File: config.mk
export PLATFORM = sky130hd
export DESIGN_NAME = adjust_mode_arbiter_fsm_core
export DESIGN_NICKNAME = d
export VERILOG_FILES = /design/src/design/amaf_pkg.sv /design/src/design/amaf_dir_filter.sv /design/src/design/amaf_mode_core.sv /design/src/design/adjust_mode_arbiter_fsm_core.sv
export SDC_FILE = /design/constraint.sdc
export NUM_CORES = 1
export LEC_CHECK = 0
export ABC_CLOCK_PERIOD_IN_PS = 6700
export BUFFER_PORTS_ARGS = -buffer_cell sky130_fd_sc_hd__buf_2
export CAP_MARGIN = 20
export CORE_MARGIN = 5
export CORE_UTILIZATION = 60
export DETAILED_ROUTE_END_ITERATION = 10
export GPL_ROUTABILITY_DRIVEN = 1
export PLACE_DENSITY = 0.77
export SYNTH_ARGS = -nofsm -noshare
export SYNTH_HDL_FRONTEND = slang
export SYNTH_SLANG_ARGS = --single-unit
export TNS_END_PERCENT = 1
File: constraint.sdc
create_clock -name clk -period 6.7 [get_ports clk]
set_input_delay 0.67 -clock clk [delete_from_list [all_inputs] [get_ports clk]]
set_output_delay 0.67 -clock clk [all_outputs]
set_load 0.02 [all_outputs]
File: src/design/amaf_pkg.sv
package amaf_pkg;

	// switch positions
	localparam logic [1:0] POS_CENTER = 2'd0;
	localparam logic [1:0] POS_LOW    = 2'd1;
	localparam logic [1:0] POS_HIGH   = 2'd2;

	// track directions
	typedef logic signed [1:0] dir_t;
	localparam dir_t DIR_NONE    = 2'sd0;
	localparam dir_t DIR_EXTEND  = 2'sd1;
	localparam dir_t DIR_RETRACT = -2'sd1;

	// owner codes
	localparam logic [1:0] OWN_NONE      = 2'd0;
	localparam logic [1:0] OWN_TRACK     = 2'd1;
	localparam logic [1:0] OWN_HYDRAULIC = 2'd2;
	localparam logic [1:0] OWN_CLEARANCE = 2'd3;

	// adjust state codes as reported
	localparam logic [2:0] ADJ_IDLE      = 3'd0;
	localparam logic [2:0] ADJ_ABORTED   = 3'd1;
	localparam logic [2:0] ADJ_PREPARE   = 3'd2;
	localparam logic [2:0] ADJ_ACTIVE    = 3'd3;
	localparam logic [2:0] ADJ_EXITING   = 3'd4;
	localparam logic [2:0] ADJ_READY     = 3'd5;
	localparam logic [2:0] ADJ_HYDRAULIC = 3'd6;
	localparam logic [2:0] ADJ_CLEARANCE = 3'd7;

	localparam logic DIAG_OK    = 1'b0;
	localparam logic DIAG_ABORT = 1'b1;

	// configuration register indexes
	typedef enum logic [2:0] {
		CFG_EXTEND_ENGAGE   = 3'd0,
		CFG_EXTEND_RELEASE  = 3'd1,
		CFG_RETRACT_ENGAGE  = 3'd2,
		CFG_RETRACT_RELEASE = 3'd3,
		CFG_STABLE_TIME     = 3'd4,
		CFG_CENTER_EXIT     = 3'd5
	} cfg_idx_t;

	typedef struct packed {
		logic signed [10:0] extend_engage;
		logic signed [10:0] extend_release;
		logic signed [10:0] retract_engage;
		logic signed [10:0] retract_release;
	} thresh_cfg_t;

	typedef struct packed {
		dir_t latched;
		dir_t candidate;
	} track_dirs_t;

	// input beat, last field in the lowest bits
	typedef struct packed {
		logic               severe_fault;
		logic               estop_active;
		logic               throttle_is_low;
		logic               at_zero_speed;
		logic               park_selected;
		logic               rear_select;
		logic               front_select;
		logic signed [10:0] track_value;
		logic [1:0]         gear_pos;
		logic [1:0]         clearance_pos;
		logic [1:0]         home_pos;
		logic [31:0]        now_ms;
	} item_t;

	// result beat, last field in the lowest bits
	typedef struct packed {
		logic       diag_code;
		dir_t       accepted_direction;
		logic       suspension_rear;
		logic [1:0] owner;
		logic [2:0] adjust_state;
	} result_t;

endpackage

File: src/design/amaf_dir_filter.sv
module amaf_dir_filter #(
	parameter int TIME_WIDTH = 32
) (
	input  logic signed [10:0]     track_value,
	input  logic [TIME_WIDTH-1:0]  now_w,
	input  amaf_pkg::thresh_cfg_t  thresh,
	input  logic [15:0]            stable_time_ms,
	input  amaf_pkg::track_dirs_t  dirs_q,
	input  logic [TIME_WIDTH-1:0]  stamp_q,
	output amaf_pkg::track_dirs_t  dirs_d,
	output logic [TIME_WIDTH-1:0]  stamp_d,
	output amaf_pkg::dir_t         dir
);

	logic signed [10:0]      ext_eng, ext_rel, ret_eng, ret_rel;
	amaf_pkg::dir_t          raw;
	logic [TIME_WIDTH+15:0]  stable_ext;
	logic [TIME_WIDTH-1:0]   stable_w;
	logic [TIME_WIDTH-1:0]   held;

	assign ext_eng = $signed(thresh.extend_engage);
	assign ext_rel = $signed(thresh.extend_release);
	assign ret_eng = $signed(thresh.retract_engage);
	assign ret_rel = $signed(thresh.retract_release);

	assign stable_ext = {{TIME_WIDTH{1'b0}}, stable_time_ms};
	assign stable_w   = stable_ext[TIME_WIDTH-1:0];
	assign held       = now_w - stamp_q;

	// hysteresis: a latched direction releases at the looser threshold
	always_comb begin
		if (dirs_q.latched == amaf_pkg::DIR_EXTEND && track_value >= ext_rel) begin
			raw = amaf_pkg::DIR_EXTEND;
		end else if (dirs_q.latched == amaf_pkg::DIR_RETRACT && track_value <= ret_rel) begin
			raw = amaf_pkg::DIR_RETRACT;
		end else if (track_value >= ext_eng) begin
			raw = amaf_pkg::DIR_EXTEND;
		end else if (track_value <= ret_eng) begin
			raw = amaf_pkg::DIR_RETRACT;
		end else begin
			raw = amaf_pkg::DIR_NONE;
		end
	end

	// persistence check
	always_comb begin
		dirs_d  = dirs_q;
		stamp_d = stamp_q;
		dir     = amaf_pkg::DIR_NONE;
		if (raw == amaf_pkg::DIR_NONE) begin
			dirs_d.latched   = amaf_pkg::DIR_NONE;
			dirs_d.candidate = amaf_pkg::DIR_NONE;
			stamp_d          = '0;
		end else if (dirs_q.latched == raw) begin
			dirs_d.candidate = raw;
			stamp_d          = now_w;
			dir              = raw;
		end else if (dirs_q.candidate != raw) begin
			dirs_d.candidate = raw;
			stamp_d          = now_w;
		end else if (held >= stable_w) begin
			dirs_d.latched = raw;
			dir            = raw;
		end
	end

endmodule

File: src/design/amaf_mode_core.sv
module amaf_mode_core #(
	parameter int TIME_WIDTH = 32
) (
	input  logic                  clk,
	input  logic                  arst_n,
	input  logic                  step,
	input  amaf_pkg::item_t       item,
	input  amaf_pkg::thresh_cfg_t thresh,
	input  logic [15:0]           stable_time_ms,
	input  logic [15:0]           center_exit_ms,
	output amaf_pkg::result_t     result_d
);

	typedef enum logic [2:0] {
		S_IDLE      = amaf_pkg::ADJ_IDLE,
		S_ABORTED   = amaf_pkg::ADJ_ABORTED,
		S_PREPARE   = amaf_pkg::ADJ_PREPARE,
		S_ACTIVE    = amaf_pkg::ADJ_ACTIVE,
		S_EXITING   = amaf_pkg::ADJ_EXITING,
		S_READY     = amaf_pkg::ADJ_READY,
		S_HYDRAULIC = amaf_pkg::ADJ_HYDRAULIC,
		S_CLEARANCE = amaf_pkg::ADJ_CLEARANCE
	} mode_t;

	mode_t                  mode_q, mode_d;
	logic [1:0]             owner_q, owner_d;
	logic                   rear_q, rear_d;
	logic                   diag_q, diag_d;
	amaf_pkg::track_dirs_t  dirs_q, dirs_d, f_dirs;
	logic [TIME_WIDTH-1:0]  rstamp_q, rstamp_d, f_stamp;
	logic [TIME_WIDTH-1:0]  cstamp_q, cstamp_d, cs_sel;
	amaf_pkg::dir_t         f_dir;

	logic [TIME_WIDTH+31:0] now_ext;
	logic [TIME_WIDTH-1:0]  now_w;
	logic [TIME_WIDTH+15:0] exit_ext;
	logic [TIME_WIDTH-1:0]  exit_w;
	logic                   entering, pre_ok, clr_act, susp_act, exit_done;

	assign now_ext  = {{TIME_WIDTH{1'b0}}, item.now_ms};
	assign now_w    = now_ext[TIME_WIDTH-1:0];
	assign exit_ext = {{TIME_WIDTH{1'b0}}, center_exit_ms};
	assign exit_w   = exit_ext[TIME_WIDTH-1:0];

	amaf_dir_filter #(
		.TIME_WIDTH(TIME_WIDTH)
	) u_dir (
		.track_value   (item.track_value),
		.now_w         (now_w),
		.thresh        (thresh),
		.stable_time_ms(stable_time_ms),
		.dirs_q        (dirs_q),
		.stamp_q       (rstamp_q),
		.dirs_d        (f_dirs),
		.stamp_d       (f_stamp),
		.dir           (f_dir)
	);

	assign entering = (mode_q == S_IDLE) || (mode_q == S_ABORTED);
	assign pre_ok   = item.park_selected && (!entering || item.at_zero_speed) &&
	                  item.throttle_is_low && !item.estop_active && !item.severe_fault;
	assign clr_act  = (item.clearance_pos == amaf_pkg::POS_LOW) ||
	                  (item.clearance_pos == amaf_pkg::POS_HIGH);
	assign susp_act = (item.gear_pos == amaf_pkg::POS_LOW) ||
	                  (item.gear_pos == amaf_pkg::POS_HIGH);

	// zero stamp means not taken yet
	assign cs_sel    = (cstamp_q == '0) ? now_w : cstamp_q;
	assign exit_done = (now_w - cs_sel) >= exit_w;

	always_comb begin
		mode_d   = mode_q;
		owner_d  = owner_q;
		rear_d   = rear_q;
		diag_d   = diag_q;
		dirs_d   = dirs_q;
		rstamp_d = rstamp_q;
		cstamp_d = cstamp_q;
		if (item.home_pos != amaf_pkg::POS_CENTER) begin
			mode_d           = S_IDLE;
			owner_d          = amaf_pkg::OWN_NONE;
			cstamp_d         = '0;
			dirs_d.latched   = amaf_pkg::DIR_NONE;
			dirs_d.candidate = amaf_pkg::DIR_NONE;
			rstamp_d         = '0;
			diag_d           = amaf_pkg::DIAG_OK;
		end else if (!pre_ok) begin
			mode_d           = S_ABORTED;
			owner_d          = amaf_pkg::OWN_NONE;
			cstamp_d         = '0;
			dirs_d.latched   = amaf_pkg::DIR_NONE;
			dirs_d.candidate = amaf_pkg::DIR_NONE;
			rstamp_d         = '0;
			diag_d           = amaf_pkg::DIAG_ABORT;
		end else begin
			if (item.rear_select) begin
				rear_d = 1'b1;
			end else if (item.front_select) begin
				rear_d = 1'b0;
			end
			dirs_d   = f_dirs;
			rstamp_d = f_stamp;
			diag_d   = amaf_pkg::DIAG_OK;
			if (f_dir != amaf_pkg::DIR_NONE) begin
				cstamp_d = '0;
				if (owner_q != amaf_pkg::OWN_TRACK) begin
					owner_d = amaf_pkg::OWN_TRACK;
					mode_d  = S_PREPARE;
				end else begin
					mode_d = S_ACTIVE;
				end
			end else if (owner_q == amaf_pkg::OWN_TRACK &&
			             f_dirs.latched == amaf_pkg::DIR_NONE) begin
				if (exit_done) begin
					owner_d          = amaf_pkg::OWN_NONE;
					cstamp_d         = '0;
					dirs_d.latched   = amaf_pkg::DIR_NONE;
					dirs_d.candidate = amaf_pkg::DIR_NONE;
					rstamp_d         = '0;
					mode_d           = S_READY;
				end else begin
					cstamp_d = cs_sel;
					mode_d   = S_EXITING;
				end
			end else if (!clr_act && !susp_act) begin
				// a zero candidate here means the filter already cleared the track regs
				owner_d  = amaf_pkg::OWN_NONE;
				mode_d   = S_READY;
				cstamp_d = '0;
			end else begin
				cstamp_d         = '0;
				dirs_d.latched   = amaf_pkg::DIR_NONE;
				dirs_d.candidate = amaf_pkg::DIR_NONE;
				rstamp_d         = '0;
				if (susp_act) begin
					owner_d = amaf_pkg::OWN_HYDRAULIC;
					mode_d  = S_HYDRAULIC;
				end else begin
					owner_d = amaf_pkg::OWN_CLEARANCE;
					mode_d  = S_CLEARANCE;
				end
			end
		end
	end

	always_ff @(posedge clk or negedge arst_n) begin
		if (!arst_n) begin
			mode_q   <= S_IDLE;
			owner_q  <= amaf_pkg::OWN_NONE;
			rear_q   <= 1'b0;
			diag_q   <= amaf_pkg::DIAG_OK;
			dirs_q   <= '0;
			rstamp_q <= '0;
			cstamp_q <= '0;
		end else if (step) begin
			mode_q   <= mode_d;
			owner_q  <= owner_d;
			rear_q   <= rear_d;
			diag_q   <= diag_d;
			dirs_q   <= dirs_d;
			rstamp_q <= rstamp_d;
			cstamp_q <= cstamp_d;
		end
	end

	assign result_d.adjust_state       = mode_d;
	assign result_d.owner              = owner_d;
	assign result_d.suspension_rear    = rear_d;
	assign result_d.accepted_direction = dirs_d.latched;
	assign result_d.diag_code          = diag_d;

endmodule

File: src/design/adjust_mode_arbiter_fsm_core.sv
// Channel   Dir  Beat content
// s_axis    in   one periodic update (switches, track wheel, preconditions, time)
// m_axis    out  adjust state, owner, suspension target, direction, diag
// cfg       in   register write: cfg_wr_en, cfg_index, cfg_data
//
// One beat per cycle sustained while m_axis is ready; each update passes through
// the input register, then the result register. The arbiter state advances in the
// same edge that loads the result register, so back-to-back beats see the
// state left by the one before. A stalled m_axis holds the result; the input
// register still takes one more beat before s_axis_tready drops.
// Reset puts the valid flags, config and arbiter state to their defaults at once, no sweep.
module adjust_mode_arbiter_fsm_core #(
	parameter int TIME_WIDTH = 32
) (
	input  logic        clk,
	input  logic        arst_n,
	input  logic        s_axis_tvalid,
	output logic        s_axis_tready,
	// [31:0] now_ms, [33:32] home_pos, [35:34] clearance_pos, [37:36] gear_pos,
	// [48:38] track_value, [49] front_select, [50] rear_select, [51] park_selected,
	// [52] at_zero_speed, [53] throttle_is_low, [54] estop_active, [55] severe_fault
	input  logic [55:0] s_axis_tdata,
	output logic        m_axis_tvalid,
	input  logic        m_axis_tready,
	// [2:0] adjust_state, [4:3] owner, [5] suspension_rear,
	// [7:6] accepted_direction, [8] diag_code, [15:9] zero
	output logic [15:0] m_axis_tdata,
	input  logic        cfg_wr_en,
	input  logic [2:0]  cfg_index,
	input  logic [15:0] cfg_data
);

	// configuration registers
	amaf_pkg::thresh_cfg_t thresh_q;
	logic [15:0]           stable_q;
	logic [15:0]           exit_q;

	// input stage and result stage
	logic                  valid_s1;
	amaf_pkg::item_t       item_s1;
	logic                  valid_s2;
	amaf_pkg::result_t     result_s2;
	amaf_pkg::result_t     result_d;
	logic                  advance;

	always_ff @(posedge clk or negedge arst_n) begin
		if (!arst_n) begin
			thresh_q.extend_engage   <= 11'sd500;
			thresh_q.extend_release  <= 11'sd300;
			thresh_q.retract_engage  <= -11'sd500;
			thresh_q.retract_release <= -11'sd300;
			stable_q                 <= 16'd100;
			exit_q                   <= 16'd200;
		end else if (cfg_wr_en) begin
			case (amaf_pkg::cfg_idx_t'(cfg_index))
				amaf_pkg::CFG_EXTEND_ENGAGE:   thresh_q.extend_engage   <= cfg_data[10:0];
				amaf_pkg::CFG_EXTEND_RELEASE:  thresh_q.extend_release  <= cfg_data[10:0];
				amaf_pkg::CFG_RETRACT_ENGAGE:  thresh_q.retract_engage  <= cfg_data[10:0];
				amaf_pkg::CFG_RETRACT_RELEASE: thresh_q.retract_release <= cfg_data[10:0];
				amaf_pkg::CFG_STABLE_TIME:     stable_q                 <= cfg_data;
				amaf_pkg::CFG_CENTER_EXIT:     exit_q                   <= cfg_data;
				default: ;
			endcase
		end
	end

	// the input register drains whenever the result register is free or emptying
	assign advance       = valid_s1 && (!valid_s2 || m_axis_tready);
	assign s_axis_tready = !valid_s1 || advance;

	always_ff @(posedge clk or negedge arst_n) begin
		if (!arst_n) begin
			valid_s1 <= 1'b0;
			valid_s2 <= 1'b0;
		end else begin
			if (s_axis_tvalid && s_axis_tready) begin
				valid_s1 <= 1'b1;
			end else if (advance) begin
				valid_s1 <= 1'b0;
			end
			if (advance) begin
				valid_s2 <= 1'b1;
			end else if (m_axis_tready) begin
				valid_s2 <= 1'b0;
			end
		end
	end

	always_ff @(posedge clk) begin
		if (s_axis_tvalid && s_axis_tready) begin
			item_s1 <= amaf_pkg::item_t'(s_axis_tdata);
		end
		if (advance) begin
			result_s2 <= result_d;
		end
	end

	amaf_mode_core #(
		.TIME_WIDTH(TIME_WIDTH)
	) u_core (
		.clk           (clk),
		.arst_n        (arst_n),
		.step          (advance),
		.item          (item_s1),
		.thresh        (thresh_q),
		.stable_time_ms(stable_q),
		.center_exit_ms(exit_q),
		.result_d      (result_d)
	);

	assign m_axis_tvalid = valid_s2;
	assign m_axis_tdata  = {7'd0, result_s2};

`ifndef SYNTH
	// an abort always reports with no owner
	a_diag_abort: assert property (@(posedge clk) disable iff (!arst_n)
		(valid_s2 && result_s2.diag_code == amaf_pkg::DIAG_ABORT) |->
		(result_s2.adjust_state == amaf_pkg::ADJ_ABORTED &&
		 result_s2.owner == amaf_pkg::OWN_NONE))
		else $error("abort reported with wrong state or owner");

	// track owner exactly in the three track states
	a_track_owner: assert property (@(posedge clk) disable iff (!arst_n)
		valid_s2 |->
		((result_s2.owner == amaf_pkg::OWN_TRACK) ==
		 (result_s2.adjust_state == amaf_pkg::ADJ_PREPARE ||
		  result_s2.adjust_state == amaf_pkg::ADJ_ACTIVE ||
		  result_s2.adjust_state == amaf_pkg::ADJ_EXITING)))
		else $error("track owner and adjust state disagree");

	// a waiting beat moves into a free result register
	a_no_bubble: assert property (@(posedge clk) disable iff (!arst_n)
		(valid_s1 && (!valid_s2 || m_axis_tready)) |=> valid_s2)
		else $error("input beat not forwarded");

	// direction code never takes the unused pattern
	a_dir_code: assert property (@(posedge clk) disable iff (!arst_n)
		valid_s2 |-> (result_s2.accepted_direction != 2'sb10))
		else $error("invalid direction code");
`endif

endmodule

==> results.sh, run 1 <==
export IMPL_grt_overflow_total=0
export IMPL_yosys_warnings=0
export IMPL_final_seq_area_mm2=0.00576
export IMPL_p_seq_frac=0.396
export IMPL_synth_top_cells_by_area="dfrtp_1 (23%), edfxtp_1 (14%), ha_1 (12%)"
export IMPL_synth_most_common_cell="nand2_1"
export IMPL_ctsHoldBuffers=0
export IMPL_worstSetupEndpointType="flop"
export IMPL_synth_cell_types=86
export IMPL_combinationalPowerShare=0.285
export IMPL_met3_usage=0.0393
export IMPL_synth_cells=1438
export IMPL_met2_usage=0.430
export IMPL_grt_pass1_wl_mm=57.4
export IMPL_slew_limit_headroom=0.346
export IMPL_grt_max_degree=81
export IMPL_core_area_mm2=0.0227
export IMPL_max_cap_viol_count=0
export IMPL_syn_cell_area_mm2=0.0138
export IMPL_ys_seq_area_frac=0.416
export IMPL_antenna_found_initial=1
export IMPL_start_util=0.610
export IMPL_cpMostUsedCell="a21oi_1"
export IMPL_synth_ff_type="dfrtp_1"
export IMPL_p_leak_nw=6.90
export IMPL_clk_insertion_delay_late_ps=540
export IMPL_r2r_end="u_core.cstamp_q[12]"
export IMPL_firstDrtPassIters=5
export IMPL_cp_max_fo=7
export IMPL_wirelength_mm=36.3
export IMPL_hold_class="input pin to async pin"
export IMPL_slowest_stage="a21oi_1"
export IMPL_critPathBufInv=3
export IMPL_die_y_um=162
export IMPL_drc=0
export IMPL_outcome="finished, final reports clean"
export IMPL_p_int_mw=2.75
export IMPL_finalSetupTns_ps=0
export IMPL_final_nets=1749
export IMPL_grt_usage=0.269
export IMPL_placed_area_mm2=0.0145
export IMPL_post_route_util=0.685
export IMPL_grt_pass1_vias=11000
export IMPL_synthTopCellsByCount="nand2_1 (144), ha_1 (138), inv_1 (132), dfrtp_1 (125), a21oi_1 (118)"
export IMPL_place_gp_congestion=0.953
export IMPL_drive_gt1_frac=0.156
export IMPL_finalSetupViolations=0
export IMPL_syn2layout_area_growth_pct=12.3
export IMPL_diodes=0
export IMPL_cts_sinks=216
export IMPL_multiInputGateArea_mm2=0.00741
export IMPL_critPathKind="flop to flop"
export IMPL_reg2reg_from="u_core.cstamp_q[17]"
export IMPL_clockBufferDepth=3
export IMPL_hold_viol=0
export IMPL_clock_root_buffer="clkbuf_16"
export IMPL_worst_pin_slew_ps=975
export IMPL_timing_fmax_mhz=154
export IMPL_io_pins=98
export IMPL_cp_start_kind="flop"
export IMPL_p_sw_frac=0.317
export IMPL_fin_crit_sh=0.969
export IMPL_ant_nets=0
export IMPL_power_density_mw_per_mm2=259
export IMPL_reg2reg_slack_ps=210
export IMPL_synth_top_area_cell="dfrtp_1"
export IMPL_p_switching_mw=1.28
export IMPL_hold_ws_ps=192
export IMPL_n_fill_cell=1854
export IMPL_die_area_mm2=0.0262
export IMPL_chipWidth_um=162
export IMPL_vias=11400
export IMPL_clock_skew_ps=32.9
export IMPL_cts_tree="built"
export IMPL_via_per_inst=6.24
export IMPL_rows=55
export IMPL_crit_arrival_ps=6930
export IMPL_synth_top_area_frac=0.226
export IMPL_grt_busiest_layer="met2"
export IMPL_fin_area_mm2=0.0156
export IMPL_dp_hpwl_mm=26.5
export IMPL_rr_worst_depth=28
export IMPL_crit_required_ps=7140
export IMPL_synth_edf_count=65
export IMPL_avgSynthCellArea_um2=9.63
export IMPL_max_stage_delay_ps=460
export IMPL_htree_levels=1
export IMPL_async_reset_ff_frac=0.699
export IMPL_drt_iter0_drc=1032
export IMPL_post_drt_wl_per_cell_um=19.8
export IMPL_fin_crit_ps=6490
export IMPL_peakVddDrop_v=0.000223
export IMPL_ys_ff_latch=216
export IMPL_total_power_mw=4.02
export IMPL_portBuffers=90
export IMPL_report_final_slew_viol_count=0
export IMPL_grt_met1_usage=0.387
export IMPL_p_clk_frac=0.319
export IMPL_cts_buffers_inserted=24
export IMPL_clk_pin_slew_ps=60
export IMPL_cp_top_family="compound AO/OA/AOI/OAI gates"
==> worst max-delay path by stage <==
stage                     endpoint  slack (ps)  cells past startpoint                start
2_1_floorplan   u_core.rstamp_q[1]         880                     30  u_core.cstamp_q[25]
3_3_place_gp    u_core.rstamp_q[0]         120                     29  u_core.cstamp_q[25]
4_1_cts         u_core.rstamp_q[2]          10                     29  u_core.cstamp_q[25]
3_5_place_dp   u_core.rstamp_q[16]        -210                     28  u_core.cstamp_q[25]
6_report       u_core.cstamp_q[12]         210                     28  u_core.cstamp_q[17]
5_1_grt         u_core.cstamp_q[3]         -90                     28  u_core.cstamp_q[17]
==> area by class of cell <==
| cell class | count | area share |
|---|---|---|
| sequential | 216 | 0.370 |
| tap | 285 | 0.0229 |
| clock buffer | 37 | 0.0450 |
| timing repair buffer | 115 | 0.0487 |
| clock inverter | 7 | 0.00466 |
| inverter | 132 | 0.0319 |
| multi-input combinational | 1040 | 0.476 |
==> state kept, by name, summed over array words and instances (netlist names), 4 cells and up <==
register and flops:
stable_q 16, item_s1 56, thresh_q 44, u_core.dirs_q 4, exit_q 16, u_core.cstamp_q 32
u_core.rstamp_q 32, m_axis_tdata 9
==> power by group through the flow <==
stage / registers, mW / clock network [mW] / logic [mW]
finish: 1.59 / 1.28 / 1.15
global route: 1.61 / 1.37 / 1.28
CTS: 1.59 / 1.31 / 1.11
detailed placement: 1.61 / 0 / 1.09
global placement: 1.61 / 0 / 1.06
floorplan: 1.59 / 0 / 0.807
==> placed cells by master (no fill, tap or decap), types with 7 or more instances in the layout <==
master,count
o21ai_1,31
nand4_1,31
conb_1,7
inv_1,132
o21a_1,15
o31ai_1,10
dfrtp_1,125
nand2b_1,14
or3_1,7
o21ai_0,94
a21o_1,41
nor2_1,61
xor2_1,16
and2_1,7
buf_2,89
a21oi_1,118
a211oi_1,16
nand3_1,19
o211ai_1,12
nor2b_1,13
nand2_1,143
clkbuf_16,27
buf_4,16
a22o_1,34
ha_1,138
o21bai_1,8
edfxtp_1,65
o2111ai_1,7
mux2_2,33
dfstp_2,26
nor3_1,17
clkbuf_1,9
xnor2_1,26
and3_1,8
==> routing by layer <==
layer | vias to the layer above | part of all wire
li1 | 5411 | -
met1 | 5487 | 0.44
met2 | 457 | 0.46
met3 | 78 | 0.071
met4 | 0 | 0.029
met5 | - | 0
==> kinds of logic after synthesis <==
| logic type | share of synthesized area |
|---|---|
| simple gates | 0.130 |
| other cells | 0.000271 |
| xor+xnor | 0.0266 |
| buf+inv | 0.0583 |
| compound gates | 0.210 |
| fa+ha+maj | 0.128 |
| flops | 0.416 |
| mux | 0.0304 |
==> per-stage QoR <==
step / instances / worst slack, ps
floorplan: 1444 / 881
global placement: 1778 / 115
detailed placement: 1778 / -214
CTS: 1824 / 9.53
global route: 1832 / -85.6
finish: 1832 / 210
==> repair_timing <==
action                     in CTS  in global routing
setup endpoints to repair      32                 67
pin swaps                       2                  8
setup buffers                   1                  4
gates resized for setup         2                 21
cloned                          1                  3
Note: power is estimated with default switching activity, not from simulation.
==> inputs of run 2 (changes only) <==
GPL_TIMING_DRIVEN = 0   (was unset)
==> results.sh, run 2 (synthesis results as in run 1) <==
export IMPL_antenna_found_initial=0
export IMPL_violations="DRC"
export IMPL_crit_required_ps=7150
export IMPL_crit_arrival_ps=6950
export IMPL_cpMostUsedCell="a21o_1"
export IMPL_largest_register_ffs=56
export IMPL_cp_max_fo=5
export IMPL_drc=1
export IMPL_cts_buffers_inserted=24
export IMPL_max_stage_delay_ps=400
export IMPL_portBuffers=90
export IMPL_vias=11700
export IMPL_worst_pin_slew_ps=918
export IMPL_ant_nets=0
export IMPL_diodes=0
export IMPL_htree_levels=1
export IMPL_start_util=0.610
export IMPL_hold_viol=0
export IMPL_dp_hpwl_mm=27.8
export IMPL_p_leak_nw=7.11
export IMPL_regMostFlops="item_s1"
export IMPL_critPathKind="flop to flop"
export IMPL_cts_tree="built"
export IMPL_final_nets=1811
export IMPL_hold_ws_ps=151
export IMPL_worstSetupEndpointType="flop"
export IMPL_drt_iter0_drc=823
export IMPL_rows=55
export IMPL_timing_fmax_mhz=154
export IMPL_via_per_inst=6.18
export IMPL_report_final_slew_viol_count=0
export IMPL_finalSetupViolations=0
export IMPL_clockBufferDepth=3
export IMPL_max_cap_viol_count=0
export IMPL_grt_overflow_total=0
export IMPL_fin_crit_sh=0.970
export IMPL_die_area_mm2=0.0262
export IMPL_slowest_stage="dfrtp_1"
export IMPL_peakVddDrop_v=0.000236
export IMPL_clock_root_buffer="clkbuf_16"
export IMPL_final_common_cell="nand2_1"
export IMPL_grt_pass1_wl_mm=59.5
export IMPL_die_y_um=162
export IMPL_post_drt_wl_per_cell_um=19.7
export IMPL_layout_common_cells="nand2_1 (142), ha_1 (135), inv_1 (132)"
export IMPL_ctsHoldBuffers=0
export IMPL_power_density_mw_per_mm2=259
export IMPL_hold_class="input pin to async pin"
export IMPL_clk_insertion_delay_late_ps=530
export IMPL_chipWidth_um=162
export IMPL_cts_sinks=216
export IMPL_firstDrtPassIters=8
export IMPL_slew_limit_headroom=0.388
export IMPL_io_pins=98
export IMPL_clk_pin_slew_ps=60
export IMPL_clock_skew_ps=22.9
export IMPL_grt_max_degree=89
export IMPL_drive_gt1_frac=0.183
export IMPL_core_area_mm2=0.0227
export IMPL_n_fill_cell=1727
export IMPL_grt_pass1_vias=11500
export IMPL_fin_crit_ps=6500
export IMPL_cp_start_kind="flop"
export IMPL_outcome="complete, but fails checks"
export IMPL_post_route_util=0.708
export IMPL_top_regs="item_s1 x56, thresh_q x44"
export IMPL_grt_usage=0.280
export IMPL_place_gp_congestion=0.925
export IMPL_wirelength_mm=37.4
export IMPL_syn2layout_area_growth_pct=16.1
run 2: changes by cell type in the layout (fill, tap and decap cells not counted), moves of 3 or more:
| cell | change |
|---|---|
| a21oi_2 | +7 |
| buf_8 | +4 |
| a21oi_4 | +3 |
| a21oi_1 | -10 |
| buf_6 | +7 |
| buf_4 | +17 |
| clkbuf_1 | +29 |
| ha_1 | -3 |
run 2: metal layers:
layer	global-route usage	vias to the layer above	part of all wire
met5	0	-	0
met4	0.0804	0	0.032
met3	0.0378	73	0.065
met2	0.470	387	0.48
met1	0.382	5694	0.43
li1	-	5554	-
run 2: path summary, 6_finish.rpt:
check	start	endpoint	slack [ps]	depth (start not counted)
setup / recovery	u_core.cstamp_q[14]	u_core.rstamp_q[20]	200	31
setup reg to reg	u_core.cstamp_q[14]	u_core.rstamp_q[20]	200	31
max in group asynchronous	arst_n	u_core.cstamp_q[30]	5650	2
hold / removal	arst_n	exit_q[1]	150	1
hold reg to reg	u_core.owner_q[0]	u_core.owner_q[0]	480	2
min in group clk	s_axis_tdata[24]	item_s1[24]	310	1
run 2: where the power goes:
| part | internal (mW) | switching [mW] |
|---|---|---|
| sequential | 1.52 | 0.0741 |
| combinational | 0.517 | 0.718 |
| clock | 0.799 | 0.533 |
run 2: cell type report:
type,count,area (um^2),share of cell area
clock buffers,32,651,0.0405
repair buffers,121,781,0.0486
well taps,285,357,0.0222
plain buffers,57,350,0.0218
multi-input cells,1039,7530,0.468
inverters,132,495,0.0308
flip-flops and latches,216,5760,0.358
clock inverters,12,149,0.00926
run 2: worst max-delay path, delay by kind of cell, from the launching register on:
family	cells	cell delay, ps
xor+xnor	1	100
compound gates	15	2570
simple gates	10	2190
fa+ha+maj	2	650
flops	1	400
buf+inv	3	510
run 2: through the flow:
step	instance area (um^2)	cells	power, mW	setup slack [ps]	TNS (ps)
2_1_floorplan	13900	1444	2.40	881	0
3_3_place_gp	14700	1819	2.68	-1550	-94230
3_5_place_dp	14700	1821	2.72	-1600	-98250
4_1_cts	15700	1875	4.09	2.36	0
5_1_grt	16100	1894	4.40	-76.9	-1030
6_report	16100	1894	4.16	202	0
run 2: repair_timing:
item | CTS | global route
gates cloned | 0 | 2
buffers inserted | 10 | 18
resized for setup | 25 | 44
pin swaps | 11 | 30
endpoints found under the setup margin | 69 | 66
